`src/hdl/sclip_pkg.sv`:
```
`timescale 1ns / 1ps
// Shared types, constants and helpers for the rotated quad screen clipper.
// No dependencies; the cell, divider, top level and bench refer to it by scoped names.

package sclip_pkg;

   localparam int MAX_VERTS = 8;
   localparam int FRAC_BITS = 16;
   localparam int POS_W     = 31;                 // stored vertex position width
   localparam int TEX_W     = FRAC_BITS + 1;      // Q1.FRAC_BITS texture coordinate
   localparam int OUT_POS_W = 28;
   localparam int BND_W     = 12 + FRAC_BITS;     // clip boundary in fixed point
   localparam int CNT_W     = $clog2(MAX_VERTS + 1);
   localparam int IDX_W     = $clog2(MAX_VERTS);
   localparam int DIV_W     = 32;

   localparam logic [TEX_W-1:0] TEX_ONE = TEX_W'(1) << FRAC_BITS;
   localparam logic signed [POS_W-1:0] POS_MAX = {1'b0, {(POS_W-1){1'b1}}};
   localparam logic signed [POS_W-1:0] POS_MIN = {1'b1, {(POS_W-1){1'b0}}};
   localparam logic [OUT_POS_W-1:0] OUT_POS_MAX = {OUT_POS_W{1'b1}};

   // Configuration register indexes (byte address bit 2).
   localparam logic CSR_IDX_WIDTH  = 1'b0;
   localparam logic CSR_IDX_HEIGHT = 1'b1;
   localparam logic [11:0] DEST_WIDTH_RST  = 12'd640;
   localparam logic [11:0] DEST_HEIGHT_RST = 12'd480;

   typedef struct packed {
      logic signed [POS_W-1:0] x;
      logic signed [POS_W-1:0] y;
      logic [TEX_W-1:0]        s;
      logic [TEX_W-1:0]        t;
   } vtx_type;

   typedef enum logic [1:0] {
      CELL_HOLD,
      CELL_SHIFT,
      CELL_LOAD
   } cell_op_type;

   typedef enum logic [3:0] {
      ST_IDLE,
      ST_MUL,
      ST_CORNER,
      ST_SCAN,
      ST_CUT_GO,
      ST_CUT_WAIT,
      ST_CUT_PUSH,
      ST_PASS_END,
      ST_ALIGN,
      ST_COPY,
      ST_CHECK,
      ST_EMIT,
      ST_INVALID
   } state_type;

   typedef enum logic [1:0] {
      DIV_IDLE,
      DIV_MUL,
      DIV_RUN
   } div_state_type;

   typedef struct packed {
      logic                    start;
      logic signed [DIV_W-1:0] diff;
      logic signed [DIV_W-1:0] num;
      logic signed [DIV_W-1:0] den;
   } div_req_type;

   typedef struct packed {
      logic                  done;
      logic signed [DIV_W:0] quo;
   } div_rsp_type;

   function automatic logic [DIV_W-1:0] abs_w(input logic signed [DIV_W-1:0] v);
      return v[DIV_W-1] ? DIV_W'(-v) : DIV_W'(v);
   endfunction

   function automatic logic signed [POS_W-1:0] sat_pos(input logic signed [32:0] v);
      logic signed [32:0] hi;
      logic signed [32:0] lo;
      hi = 33'(POS_MAX);
      lo = 33'(POS_MIN);
      if (v > hi) return POS_MAX;
      if (v < lo) return POS_MIN;
      return v[POS_W-1:0];
   endfunction

endpackage

```
`src/hdl/sclip_div.sv`:
```
`timescale 1ns / 1ps
// Interpolation unit: computes trunc(diff * num / den) with one multiply and a
// radix-2 restoring division, one quotient bit per cycle. Depends on sclip_pkg.

module sclip_div (
   input  logic                   clock,
   input  logic                   reset,
   input  sclip_pkg::div_req_type div_req,
   output sclip_pkg::div_rsp_type div_rsp
);

   localparam int W = sclip_pkg::DIV_W;

   sclip_pkg::div_state_type st_ff, st_in;
   logic                     neg_ff, neg_in;
   logic [W-1:0]             md_ff, md_in;
   logic [W-1:0]             mn_ff, mn_in;
   logic [W-1:0]             den_ff, den_in;
   logic [W-1:0]             rem_ff, rem_in;
   logic [W-1:0]             quo_ff, quo_in;
   logic [$clog2(W)-1:0]     cnt_ff, cnt_in;
   logic                     done_ff, done_in;
   logic [2*W-1:0]           prod;
   logic [W:0]               rem2;
   logic                     ge;

   always_ff @(posedge clock) begin
      if (reset) begin
         st_ff   <= sclip_pkg::DIV_IDLE;
         done_ff <= 1'b0;
         cnt_ff  <= '0;
      end else begin
         st_ff   <= st_in;
         done_ff <= done_in;
         cnt_ff  <= cnt_in;
      end
      neg_ff <= neg_in;
      md_ff  <= md_in;
      mn_ff  <= mn_in;
      den_ff <= den_in;
      rem_ff <= rem_in;
      quo_ff <= quo_in;
   end

   always_comb begin
      st_in   = st_ff;
      neg_in  = neg_ff;
      md_in   = md_ff;
      mn_in   = mn_ff;
      den_in  = den_ff;
      rem_in  = rem_ff;
      quo_in  = quo_ff;
      cnt_in  = cnt_ff;
      done_in = 1'b0;
      prod    = md_ff * mn_ff;
      rem2    = {rem_ff, quo_ff[W-1]};
      ge      = (rem2 >= {1'b0, den_ff});
      unique case (st_ff)
         sclip_pkg::DIV_IDLE: begin
            if (div_req.start) begin
               neg_in = div_req.diff[W-1] ^ div_req.num[W-1] ^ div_req.den[W-1];
               md_in  = sclip_pkg::abs_w(div_req.diff);
               mn_in  = sclip_pkg::abs_w(div_req.num);
               den_in = sclip_pkg::abs_w(div_req.den);
               st_in  = sclip_pkg::DIV_MUL;
            end
         end
         sclip_pkg::DIV_MUL: begin
            // The quotient never exceeds |diff|, so the upper half is below den.
            rem_in = prod[2*W-1:W];
            quo_in = prod[W-1:0];
            cnt_in = '0;
            st_in  = sclip_pkg::DIV_RUN;
         end
         sclip_pkg::DIV_RUN: begin
            rem_in = ge ? W'(rem2 - {1'b0, den_ff}) : rem2[W-1:0];
            quo_in = {quo_ff[W-2:0], ge};
            cnt_in = cnt_ff + 1'b1;
            if (cnt_ff == {$clog2(W){1'b1}}) begin
               done_in = 1'b1;
               st_in   = sclip_pkg::DIV_IDLE;
            end
         end
         default: st_in = sclip_pkg::DIV_IDLE;
      endcase
   end

   assign div_rsp.done = done_ff;
   assign div_rsp.quo  = neg_ff ? -$signed({1'b0, quo_ff}) : $signed({1'b0, quo_ff});

endmodule

```
`config.mk`:
```
export PLATFORM = sky130hd
export DESIGN_NAME = sclip_div
export DESIGN_NICKNAME = d
export VERILOG_FILES = /design/src/hdl/sclip_pkg.sv /design/src/hdl/sclip_div.sv
export SDC_FILE = /design/constraint.sdc
export NUM_CORES = 2
export LEC_CHECK = 0
export BUFFER_PORTS_ARGS = -buffer_cell sky130_fd_sc_hd__buf_2
export CORE_MARGIN = 1.5
export CORE_UTILIZATION = 50
export CTS_BUF_LIST = sky130_fd_sc_hd__clkbuf_16
export CTS_CLUSTER_DIAMETER = 200
export DETAILED_ROUTE_END_ITERATION = 6
export GPL_TIMING_DRIVEN = 0
export PLACE_DENSITY_LB_ADDON = 0.25
export SLEW_MARGIN = 15
export SYNTH_ARGS = -nofsm -noshare
export SYNTH_HDL_FRONTEND = slang
export SYNTH_SLANG_ARGS = --single-unit
```
`constraint.sdc`:
```
create_clock -name clock -period 8.15 [get_ports clock]
set_clock_uncertainty 0.15 [all_clocks]
set_input_delay 1.2225 -clock clock [delete_from_list [all_inputs] [get_ports clock]]
set_output_delay 1.2225 -clock clock [all_outputs]
set_load 0.05 [all_outputs]
```
==> results.cfg <==
[yosys]
ys_seq_area_share_pct = 11.4
ys_seq_elements = 169
synth_edf_count = 161
synth_nets = 5991
syn_area_um2 = 43700
yosysUniqueCellTypes = 63
synthArstFlopShare_pct = 0
ys_top_cells_by_area = fa_1, edfxtp_1, ha_1
ys_warn_count = 0
synthFlopType = edfxtp_1
synth_area_leader_cell = fa_1
synth_top_area_share_pct = 41.1
syn_area_per_cell_um2 = 9.32
syn_inst = 4690

[final_layout]
layout_commonest_cell = inv_1
most-common-layout-cells = inv_1, fa_1, nand2_1
nFillCells = 7756
drive_gt1_share_pct = 12.9
nets = 6265
syn_to_final_growth_pct = 12.6
multi_input_area_um2 = 35100
seqCellArea_um2 = 4990

[run]
cap_violations = 0

[critical_path]
cpPeakStageDelay_ps = 640
crit_fanout = 10
worst-endpoint-required_ps = 8350
r2r-start = mn_ff[8]$_DFFE_PP_
r2r_end = rem_ff[14]$_DFFE_PP_
worstSetupStartpoint = mn_ff[8]$_DFFE_PP_
crit_end = rem_ff[14]$_DFFE_PP_
r2r_setup_slack_ps = -90
path_class = reg -> reg
worstRegToRegCells = 26
worstPathArrival_ps = 8450
cp.depth = 26
crit_buf_inv = 6
critPathSlowestCell = fa_2
critPathCaptureType = register
critPathLaunchType = register
crit_family = adder cells

[clock_tree]
cts_tree = done
cts_buffer_depth = 2
cts_buffers = 17
clk_latency_ps = 520
htreeDepth = 4
clockRootBuffer = clkbuf_16
cts_num_sinks = 169
hold_buffers = 0
clk_pin_slew_ps = 70

[grt]
grt_max_degree = 59
grt_pass1_wl_mm = 226
grt.overflow.total = 0
first_global_vias = 35472
globalRouteTotalUtil_pct = 35.0
antenna_found_initial = 17

[route]
viasPerCell = 5.75
routed_wl_mm = 155
firstDrtPassIters = 5
wl_per_cell_um = 25.2
num_vias = 35292
first_iter_violations = 3228
ant_nets = 0
drc = 0

[timing]
period_share_pct = 101
max-slew-margin-rel_pct = 16.7
finalCriticalPeriod_ps = 8240
tightest_slew_ps = 1240
max_freq_mhz = 121
setup-violations-final = 7
hold_violations = 0
setup_ws_ps = -92.0
rsz0062_at_grt = true
slew_violations = 0

[worst_hold_path]
min_path_type = reg -> reg

[place]
io_buffer_count = 131
finalWeightedCongestion = 1.05
hpwl_mm = 123
dp_slack_ps = -1940

[floorplanning]
die_area_um2 = 89200
die_y_um = 299
start_util_pct = 50.4
io-pin-count = 133
die_x_um = 299
core_area_um2 = 86600
num_rows = 108

[outcome]
failed_checks = negative setup slack
outcome = complete, but fails checks
-- timing repair --
action                     CTS  global route
cloned                       0             5
pin swaps                   21           105
resized for setup          362           275
setup endpoints to repair   40            28
setup buffers               76            67
-- layer usage --
metal / wire length (um) / track usage [%] / up-vias
met1: 56700 / 44.4 / 17792
met4: 12800 / 23.7 / 10
met3: 16900 / 8.75 / 550
met5: 119 / 0 / -
met2: 68400 / 53.1 / 1978
li1: - / - / 14962
-- cell type report --
class / instances / area share [%]
multi-input combinational: 3364 / 71.4
antenna: 9 / 0.0458
inverter: 902 / 6.88
tap: 1155 / 2.94
clock inverter: 12 / 0.201
timing repair buffer: 282 / 4.06
buffer: 228 / 3.33
sequential: 169 / 10.1
clock buffer: 20 / 1.02
-- worst min-delay path by stage --
stage | startpoint | slack [ps] | cells after the start | to
floorplan | cnt_ff[4]$_SDFFE_PP0P_ | 300 | 2 | cnt_ff[4]$_SDFFE_PP0P_
global placement | cnt_ff[4]$_SDFFE_PP0P_ | 310 | 2 | cnt_ff[4]$_SDFFE_PP0P_
detailed placement | cnt_ff[4]$_SDFFE_PP0P_ | 330 | 2 | cnt_ff[4]$_SDFFE_PP0P_
CTS | cnt_ff[4]$_SDFFE_PP0P_ | 340 | 2 | cnt_ff[4]$_SDFFE_PP0P_
global route | cnt_ff[4]$_SDFFE_PP0P_ | 390 | 2 | cnt_ff[4]$_SDFFE_PP0P_
finish | cnt_ff[4]$_SDFFE_PP0P_ | 340 | 2 | cnt_ff[4]$_SDFFE_PP0P_
-- registers in the layout, summed over array words and instances, names as in the netlist --
signal and cells:
den_ff 32, neg_ff 1, md_ff 32, cnt_ff 5
rem_ff 32, done_ff 1, st_ff 2, mn_ff 32
quo_ff 32
-- synthesized netlist by cell type, drive strengths merged, types with 5 or more instances --
master and number:
inv 901, fa 897, and2 602, nand2 597, ha 305, clkbuf 249, edfxtp 161, xnor2 156
o21ai 130, a21oi 111, a21o 77, nor2 70, xor2 47, o31ai 38, or4 29, nand3 26
a31oi 25, o41ai 20, and3 18, or3 18, nand4 15, nand2b 14, nor3 13, o21bai 13
a211oi 12, mux2i 12, mux2 11, o211ai 11, nor2b 9, nor4 9, o21a 9, or2 9
dfxtp 8, buf 6, a21boi 5, a221oi 5, and4 5, o2111ai 5
-- kinds of logic (layout without fill, tap and decap cells) --
kind of cell,Yosys count,in the layout,share of synthesized area [%]
muxes,23,23,0.558
xor gates and xnor gates,203,203,4.07
adders and majority gates,1202,1202,49.8
buffers and inverters,1157,1444,9.96
DFF,169,169,11.4
other,0,9,0
AOI/OAI and AO/OA,493,493,7.22
and+or+nand+nor,1443,1443,16.9
-- worst min-delay path, cell delays in order, from the launching register on --
cell      delay [ps]
dfxtp_1          320
nand2b_1          70
a21oi_1           60
-- per-stage QoR --
| step | TNS (ps) | hold slack [ps] | area, um2 | instances | utilization (%) |
|---|---|---|---|---|---|
| 2_1_floorplan | 0 | 301 | 43700 | 4690 | - |
| 3_3_place_gp | -42530 | 308 | 45800 | 5976 | 52.9 |
| 3_5_place_dp | -42790 | 330 | 45900 | 5979 | 53.0 |
| 4_1_cts | -55.9 | 343 | 48100 | 6071 | 55.5 |
| 5_1_grt | -968 | 386 | 49200 | 6132 | 56.8 |
| 6_report | -334 | 343 | 49200 | 6141 | 56.8 |
Power is left out: the tool's default activity adds up to more than one toggle a clock period on the data nets, which glitch-free logic cannot reach.
