File: config.mk
export PLATFORM = sky130hd
export DESIGN_NAME = sclip_cell
export DESIGN_NICKNAME = d
export VERILOG_FILES = /design/src/hdl/sclip_pkg.sv /design/src/hdl/sclip_cell.sv
export SDC_FILE = /design/constraint.sdc
export NUM_CORES = 1
export LEC_CHECK = 0
export BUFFER_PORTS_ARGS = -buffer_cell sky130_fd_sc_hd__buf_2
export CORE_AREA = 2 2 114 116
export DETAILED_ROUTE_END_ITERATION = 7
export DIE_AREA = 0 0 116 118
export PLACE_DENSITY = 0.68
export SYNTH_ARGS = -nofsm -noshare
export SYNTH_HDL_FRONTEND = slang
export SYNTH_SLANG_ARGS = --single-unit
File: constraint.sdc
create_clock -name clock -period 4.2 [get_ports clock]
set_input_delay 0.42 -clock clock [delete_from_list [all_inputs] [get_ports clock]]
set_output_delay 0.42 -clock clock [all_outputs]
set_load 0.005 [all_outputs]
File: src/hdl/sclip_pkg.sv
`timescale 1ns / 1ps
// Shared types, constants and helpers for the rotated quad screen clipper.
// No dependencies; the cell, divider, top level and bench refer to it by scoped names.

package sclip_pkg;

   localparam int MAX_VERTS = 8;
   localparam int FRAC_BITS = 16;
   localparam int POS_W     = 31;                 // stored vertex position width
   localparam int TEX_W     = FRAC_BITS + 1;      // Q1.FRAC_BITS texture coordinate
   localparam int OUT_POS_W = 28;
   localparam int BND_W     = 12 + FRAC_BITS;     // clip boundary in fixed point
   localparam int CNT_W     = $clog2(MAX_VERTS + 1);
   localparam int IDX_W     = $clog2(MAX_VERTS);
   localparam int DIV_W     = 32;

   localparam logic [TEX_W-1:0] TEX_ONE = TEX_W'(1) << FRAC_BITS;
   localparam logic signed [POS_W-1:0] POS_MAX = {1'b0, {(POS_W-1){1'b1}}};
   localparam logic signed [POS_W-1:0] POS_MIN = {1'b1, {(POS_W-1){1'b0}}};
   localparam logic [OUT_POS_W-1:0] OUT_POS_MAX = {OUT_POS_W{1'b1}};

   // Configuration register indexes (byte address bit 2).
   localparam logic CSR_IDX_WIDTH  = 1'b0;
   localparam logic CSR_IDX_HEIGHT = 1'b1;
   localparam logic [11:0] DEST_WIDTH_RST  = 12'd640;
   localparam logic [11:0] DEST_HEIGHT_RST = 12'd480;

   typedef struct packed {
      logic signed [POS_W-1:0] x;
      logic signed [POS_W-1:0] y;
      logic [TEX_W-1:0]        s;
      logic [TEX_W-1:0]        t;
   } vtx_type;

   typedef enum logic [1:0] {
      CELL_HOLD,
      CELL_SHIFT,
      CELL_LOAD
   } cell_op_type;

   typedef enum logic [3:0] {
      ST_IDLE,
      ST_MUL,
      ST_CORNER,
      ST_SCAN,
      ST_CUT_GO,
      ST_CUT_WAIT,
      ST_CUT_PUSH,
      ST_PASS_END,
      ST_ALIGN,
      ST_COPY,
      ST_CHECK,
      ST_EMIT,
      ST_INVALID
   } state_type;

   typedef enum logic [1:0] {
      DIV_IDLE,
      DIV_MUL,
      DIV_RUN
   } div_state_type;

   typedef struct packed {
      logic                    start;
      logic signed [DIV_W-1:0] diff;
      logic signed [DIV_W-1:0] num;
      logic signed [DIV_W-1:0] den;
   } div_req_type;

   typedef struct packed {
      logic                  done;
      logic signed [DIV_W:0] quo;
   } div_rsp_type;

   function automatic logic [DIV_W-1:0] abs_w(input logic signed [DIV_W-1:0] v);
      return v[DIV_W-1] ? DIV_W'(-v) : DIV_W'(v);
   endfunction

   function automatic logic signed [POS_W-1:0] sat_pos(input logic signed [32:0] v);
      logic signed [32:0] hi;
      logic signed [32:0] lo;
      hi = 33'(POS_MAX);
      lo = 33'(POS_MIN);
      if (v > hi) return POS_MAX;
      if (v < lo) return POS_MIN;
      return v[POS_W-1:0];
   endfunction

endpackage

File: src/hdl/sclip_cell.sv
`timescale 1ns / 1ps
// One vertex cell of a vertex chain: holds a vertex, takes its neighbor's
// vertex on a shift or a side vertex on a load. Depends on sclip_pkg.

module sclip_cell (
   input  logic                  clock,
   input  sclip_pkg::cell_op_type op,
   input  sclip_pkg::vtx_type    nb_vtx,
   input  sclip_pkg::vtx_type    ld_vtx,
   output sclip_pkg::vtx_type    vtx
);

   sclip_pkg::vtx_type vtx_ff;

   always_ff @(posedge clock) begin
      case (op)
         sclip_pkg::CELL_SHIFT: vtx_ff <= nb_vtx;
         sclip_pkg::CELL_LOAD:  vtx_ff <= ld_vtx;
         default:               vtx_ff <= vtx_ff;
      endcase
   end

   assign vtx = vtx_ff;

endmodule

==> metrics.txt <==
# TYPE chip_impl_metric gauge
chip_impl_info{name="status",value="finished, final reports clean"} 1
chip_impl_metric{name="clock_tree.htree_level_count",unit=""} 3
chip_impl_metric{name="yosys-mux-area-fraction",unit=""} 0.289
chip_impl_metric{name="vias",unit=""} 2928
chip_impl_metric{name="cts_post_setup_buffers_inserted",unit=""} 0
chip_impl_metric{name="share_of_post_route_cells_with_drive_strength_above_1",unit=""} 0.798
chip_impl_metric{name="max-cap-violations",unit=""} 0
chip_impl_metric{name="fp.dieH",unit="µm"} 118
chip_impl_metric{name="place_hpwl",unit="µm"} 7880
chip_impl_metric{name="route.detailed.vias_per_inst",unit=""} 4.33
chip_impl_metric{name="drc",unit=""} 0
chip_impl_metric{name="ant_diodes",unit=""} 0
chip_impl_metric{name="critical_path_buf_inv_count",unit=""} 3
chip_impl_metric{name="syn_area",unit="µm²"} 4270
chip_impl_metric{name="all_layer_global_routing_usage",unit=""} 0.144
chip_impl_metric{name="flow.area_growth_from_synthesis",unit="%"} 43.7
chip_impl_metric{name="fill_cells",unit=""} 1101
chip_impl_metric{name="worst_slew_margin_rel",unit=""} 0.496
chip_impl_metric{name="design.core.area",unit="µm²"} 12400
chip_impl_metric{name="finalPower",unit="mW"} 2.44
chip_impl_metric{name="power_density",unit="nW/µm²"} 398
chip_impl_info{name="cts_tree",value="built"} 1
chip_impl_metric{name="yosys_warnings",unit=""} 0
chip_impl_metric{name="drtPass1Iterations",unit=""} 4
chip_impl_metric{name="initial_core_utilization",unit=""} 0.344
chip_impl_metric{name="largest_register_ff_count",unit=""} 96
chip_impl_metric{name="cts_hold_buffers_added",unit=""} 0
chip_impl_metric{name="critical_path.max_stage_delay",unit="ns"} 0.62
chip_impl_metric{name="final_core_util",unit=""} 0.494
chip_impl_info{name="post-synth-top-area-cell",value="sky130_fd_sc_hd__edfxtp_1"} 1
chip_impl_metric{name="worst-path-max-fanout",unit=""} 49
chip_impl_info{name="setup.worst_path.end",value="vtx[2]"} 1
chip_impl_metric{name="grt_start_max_net_pins",unit=""} 50
chip_impl_metric{name="io_pins",unit=""} 291
chip_impl_metric{name="die_footprint",unit="µm²"} 13700
chip_impl_info{name="cpLargestDelayFamily",value="adder cells"} 1
chip_impl_metric{name="grt_antenna_before_repair",unit=""} 0
chip_impl_metric{name="synthCells",unit=""} 206
chip_impl_metric{name="post-synth-top-area-fraction",unit=""} 0.676
chip_impl_metric{name="drtIter0Drc",unit=""} 99
chip_impl_info{name="worstSetupStartpoint",value="op[0]"} 1
chip_impl_metric{name="timing.final.max_slew_violations",unit=""} 0
chip_impl_metric{name="finalWeightedCongestion",unit=""} 0.714
chip_impl_metric{name="port_buffers",unit=""} 290
chip_impl_info{name="crit_path_category",value="in -> reg"} 1
chip_impl_metric{name="first_global_vias",unit=""} 3059
chip_impl_metric{name="synth_sequential_area_ratio",unit=""} 0.676
chip_impl_metric{name="grt.overflow.total",unit=""} 0
chip_impl_metric{name="layout.nets",unit=""} 695
chip_impl_metric{name="critPathArrivalTime",unit="ns"} 2.05
chip_impl_metric{name="adder_cell_fraction_of_synth_area",unit=""} 0.00293
chip_impl_info{name="min-delay-path-class",value="in -> reg"} 1
chip_impl_metric{name="critical_path_required_time",unit="ns"} 4.28
chip_impl_metric{name="layout_min_cycle_time",unit="ns"} 1.97
chip_impl_metric{name="synthSimpleGateAreaFrac",unit=""} 0
chip_impl_metric{name="static-leakage-power",unit="nW"} 2.76
chip_impl_metric{name="vdd_ir_drop_max",unit="µV"} 169
chip_impl_metric{name="cts-buffers-inserted",unit=""} 9
chip_impl_info{name="combinational_family_with_the_most_area_after_synthesis",value="multiplexers"} 1
chip_impl_metric{name="cts_sinks",unit=""} 96
chip_impl_metric{name="setup-tns-final",unit="ns"} 0
chip_impl_metric{name="synth_nets",unit=""} 402
chip_impl_metric{name="drt-total-wl",unit="µm"} 10000
chip_impl_metric{name="postSynthAreaPerCell",unit="µm²"} 20.7
chip_impl_metric{name="clk_path_buf_depth",unit=""} 2
chip_impl_metric{name="post_drt_wl_per_cell",unit="µm"} 14.8
chip_impl_metric{name="netlist-cell-type-count",unit=""} 9
chip_impl_metric{name="num_rows",unit=""} 41
chip_impl_metric{name="setup_slack",unit="ns"} 2.23
chip_impl_metric{name="maxClockFrequency",unit="MHz"} 507
chip_impl_metric{name="compound_gate_fraction_of_synth_area",unit=""} 0
chip_impl_metric{name="worst_setup_hold_path_clk_slew",unit="ns"} 0.06
chip_impl_metric{name="finalHoldWorstSlack",unit="ns"} 0.386
chip_impl_metric{name="post_synth_xor_area_fraction",unit=""} 0
chip_impl_metric{name="path_depth",unit=""} 5
chip_impl_info{name="clk_root_buffer_cell",value="sky130_fd_sc_hd__clkbuf_16"} 1
chip_impl_info{name="crit_slowest_cell",value="sky130_fd_sc_hd__ha_4"} 1
chip_impl_info{name="synthTopCellsByArea",value="sky130_fd_sc_hd__edfxtp_1, sky130_fd_sc_hd__mux2_2, sky130_fd_sc_hd__mux2_4, sky130_fd_sc_hd__buf_12, sky130_fd_sc_hd__buf_2"} 1
chip_impl_metric{name="finalSetupViolations",unit=""} 0
chip_impl_info{name="rsz0062_at_grt",value="no"} 1
chip_impl_metric{name="die_width",unit="µm"} 116
chip_impl_info{name="timing.critical_path.cells",value="buf_2 -> inv_1 -> ha_4 -> buf_12 -> mux2_2"} 1
chip_impl_metric{name="hold_viol",unit=""} 0
chip_impl_metric{name="final_min_period_over_clock_period",unit=""} 0.469
chip_impl_metric{name="post_cts_resized",unit=""} 0
chip_impl_metric{name="worstMarginPinSlew",unit="ns"} 0.755
chip_impl_metric{name="place_worst_setup_slack",unit="ns"} 1.85
chip_impl_info{name="timing.critical_path.from_type",value="input port"} 1
chip_impl_metric{name="route.antenna.remaining_nets",unit=""} 0
chip_impl_metric{name="global_route_wire_length_before_repair",unit="µm"} 15100
chip_impl_metric{name="ys_seq_elements",unit=""} 96
chip_impl_info{name="cp-end-kind",value="flip-flop"} 1
==> metal layers <==
layer / up-vias / track usage / share of wire / routed length, µm
met2: 178 / 0.266 / 0.53 / 5330
met4: 0 / 0.0558 / 0.019 / 194
met5: - / 0 / 0 / 0
met1: 1339 / 0.150 / 0.36 / 3560
met3: 17 / 0.0458 / 0.091 / 913
li1: 1394 / - / - / -
==> how the worst min path moves through the flow <==
stage	start	to	slack, ns	depth (start not counted)
3_3_place_gp	nb_vtx[63]	vtx[63]	0.72	2
2_1_floorplan	ld_vtx[54]	vtx[54]	0.64	1
3_5_place_dp	ld_vtx[93]	vtx[93]	0.72	2
5_1_grt	ld_vtx[68]	vtx[68]	0.37	2
4_1_cts	ld_vtx[65]	vtx[65]	0.37	2
6_report	ld_vtx[67]	vtx[67]	0.39	2
==> stage by stage <==
| step | std cells | instance area [µm²] |
|---|---|---|
| finish | 676 | 6130 |
| global route | 676 | 6130 |
| CTS | 676 | 6130 |
| detailed placement | 660 | 5850 |
| global placement | 660 | 5850 |
| floorplan | 206 | 4270 |
==> cells by family (layout without fill, tap and decap cells) <==
group	Yosys count	count (layout)
buf+inv	13	311
flops	96	96
mux	96	96
fa+ha+maj	1	1
==> power by group <==
part           total (mW)  internal [mW]  switching [mW]
Clock               0.772          0.452           0.319
Combinational       0.414          0.237           0.177
Sequential           1.25           1.22          0.0330
Total                2.44           1.91           0.530
==> area by class of cell <==
type,instances,area [µm²],area share
Clock buffer,10,229,0.0374
Clock inverter,6,50.0,0.00816
Inverter,2,10.0,0.00163
Multi-Input combinational cell,97,1260,0.205
Sequential cell,96,2880,0.470
Tap cell,172,215,0.0351
Timing Repair Buffer,293,1490,0.242
==> synthesized netlist by cell type <==
cell and instances:
sky130_fd_sc_hd__edfxtp_1 96, sky130_fd_sc_hd__mux2_2 56, sky130_fd_sc_hd__mux2_4 40, sky130_fd_sc_hd__buf_2 5, sky130_fd_sc_hd__buf_12 4, sky130_fd_sc_hd__inv_1 2
sky130_fd_sc_hd__buf_6 1, sky130_fd_sc_hd__buf_8 1, sky130_fd_sc_hd__ha_1 1
==> layout by cell type (no fill, tap or decap) <==
| master | netlist | routed |
|---|---|---|
| sky130_fd_sc_hd__inv_1 | 2 | 1 |
| sky130_fd_sc_hd__buf_12 | 4 | 1 |
| sky130_fd_sc_hd__buf_2 | 5 | 290 |
| sky130_fd_sc_hd__bufinv_16 | 0 | 1 |
| sky130_fd_sc_hd__clkinv_1 | 0 | 4 |
| sky130_fd_sc_hd__inv_4 | 0 | 1 |
| sky130_fd_sc_hd__edfxtp_1 | 96 | 96 |
| sky130_fd_sc_hd__mux2_4 | 40 | 40 |
| sky130_fd_sc_hd__mux2_2 | 56 | 56 |
| sky130_fd_sc_hd__ha_4 | 0 | 1 |
| sky130_fd_sc_hd__clkinv_2 | 0 | 1 |
| sky130_fd_sc_hd__clkbuf_16 | 0 | 9 |
| sky130_fd_sc_hd__buf_4 | 0 | 2 |
| sky130_fd_sc_hd__clkbuf_1 | 0 | 1 |
Power figures use the tool's default switching activity.
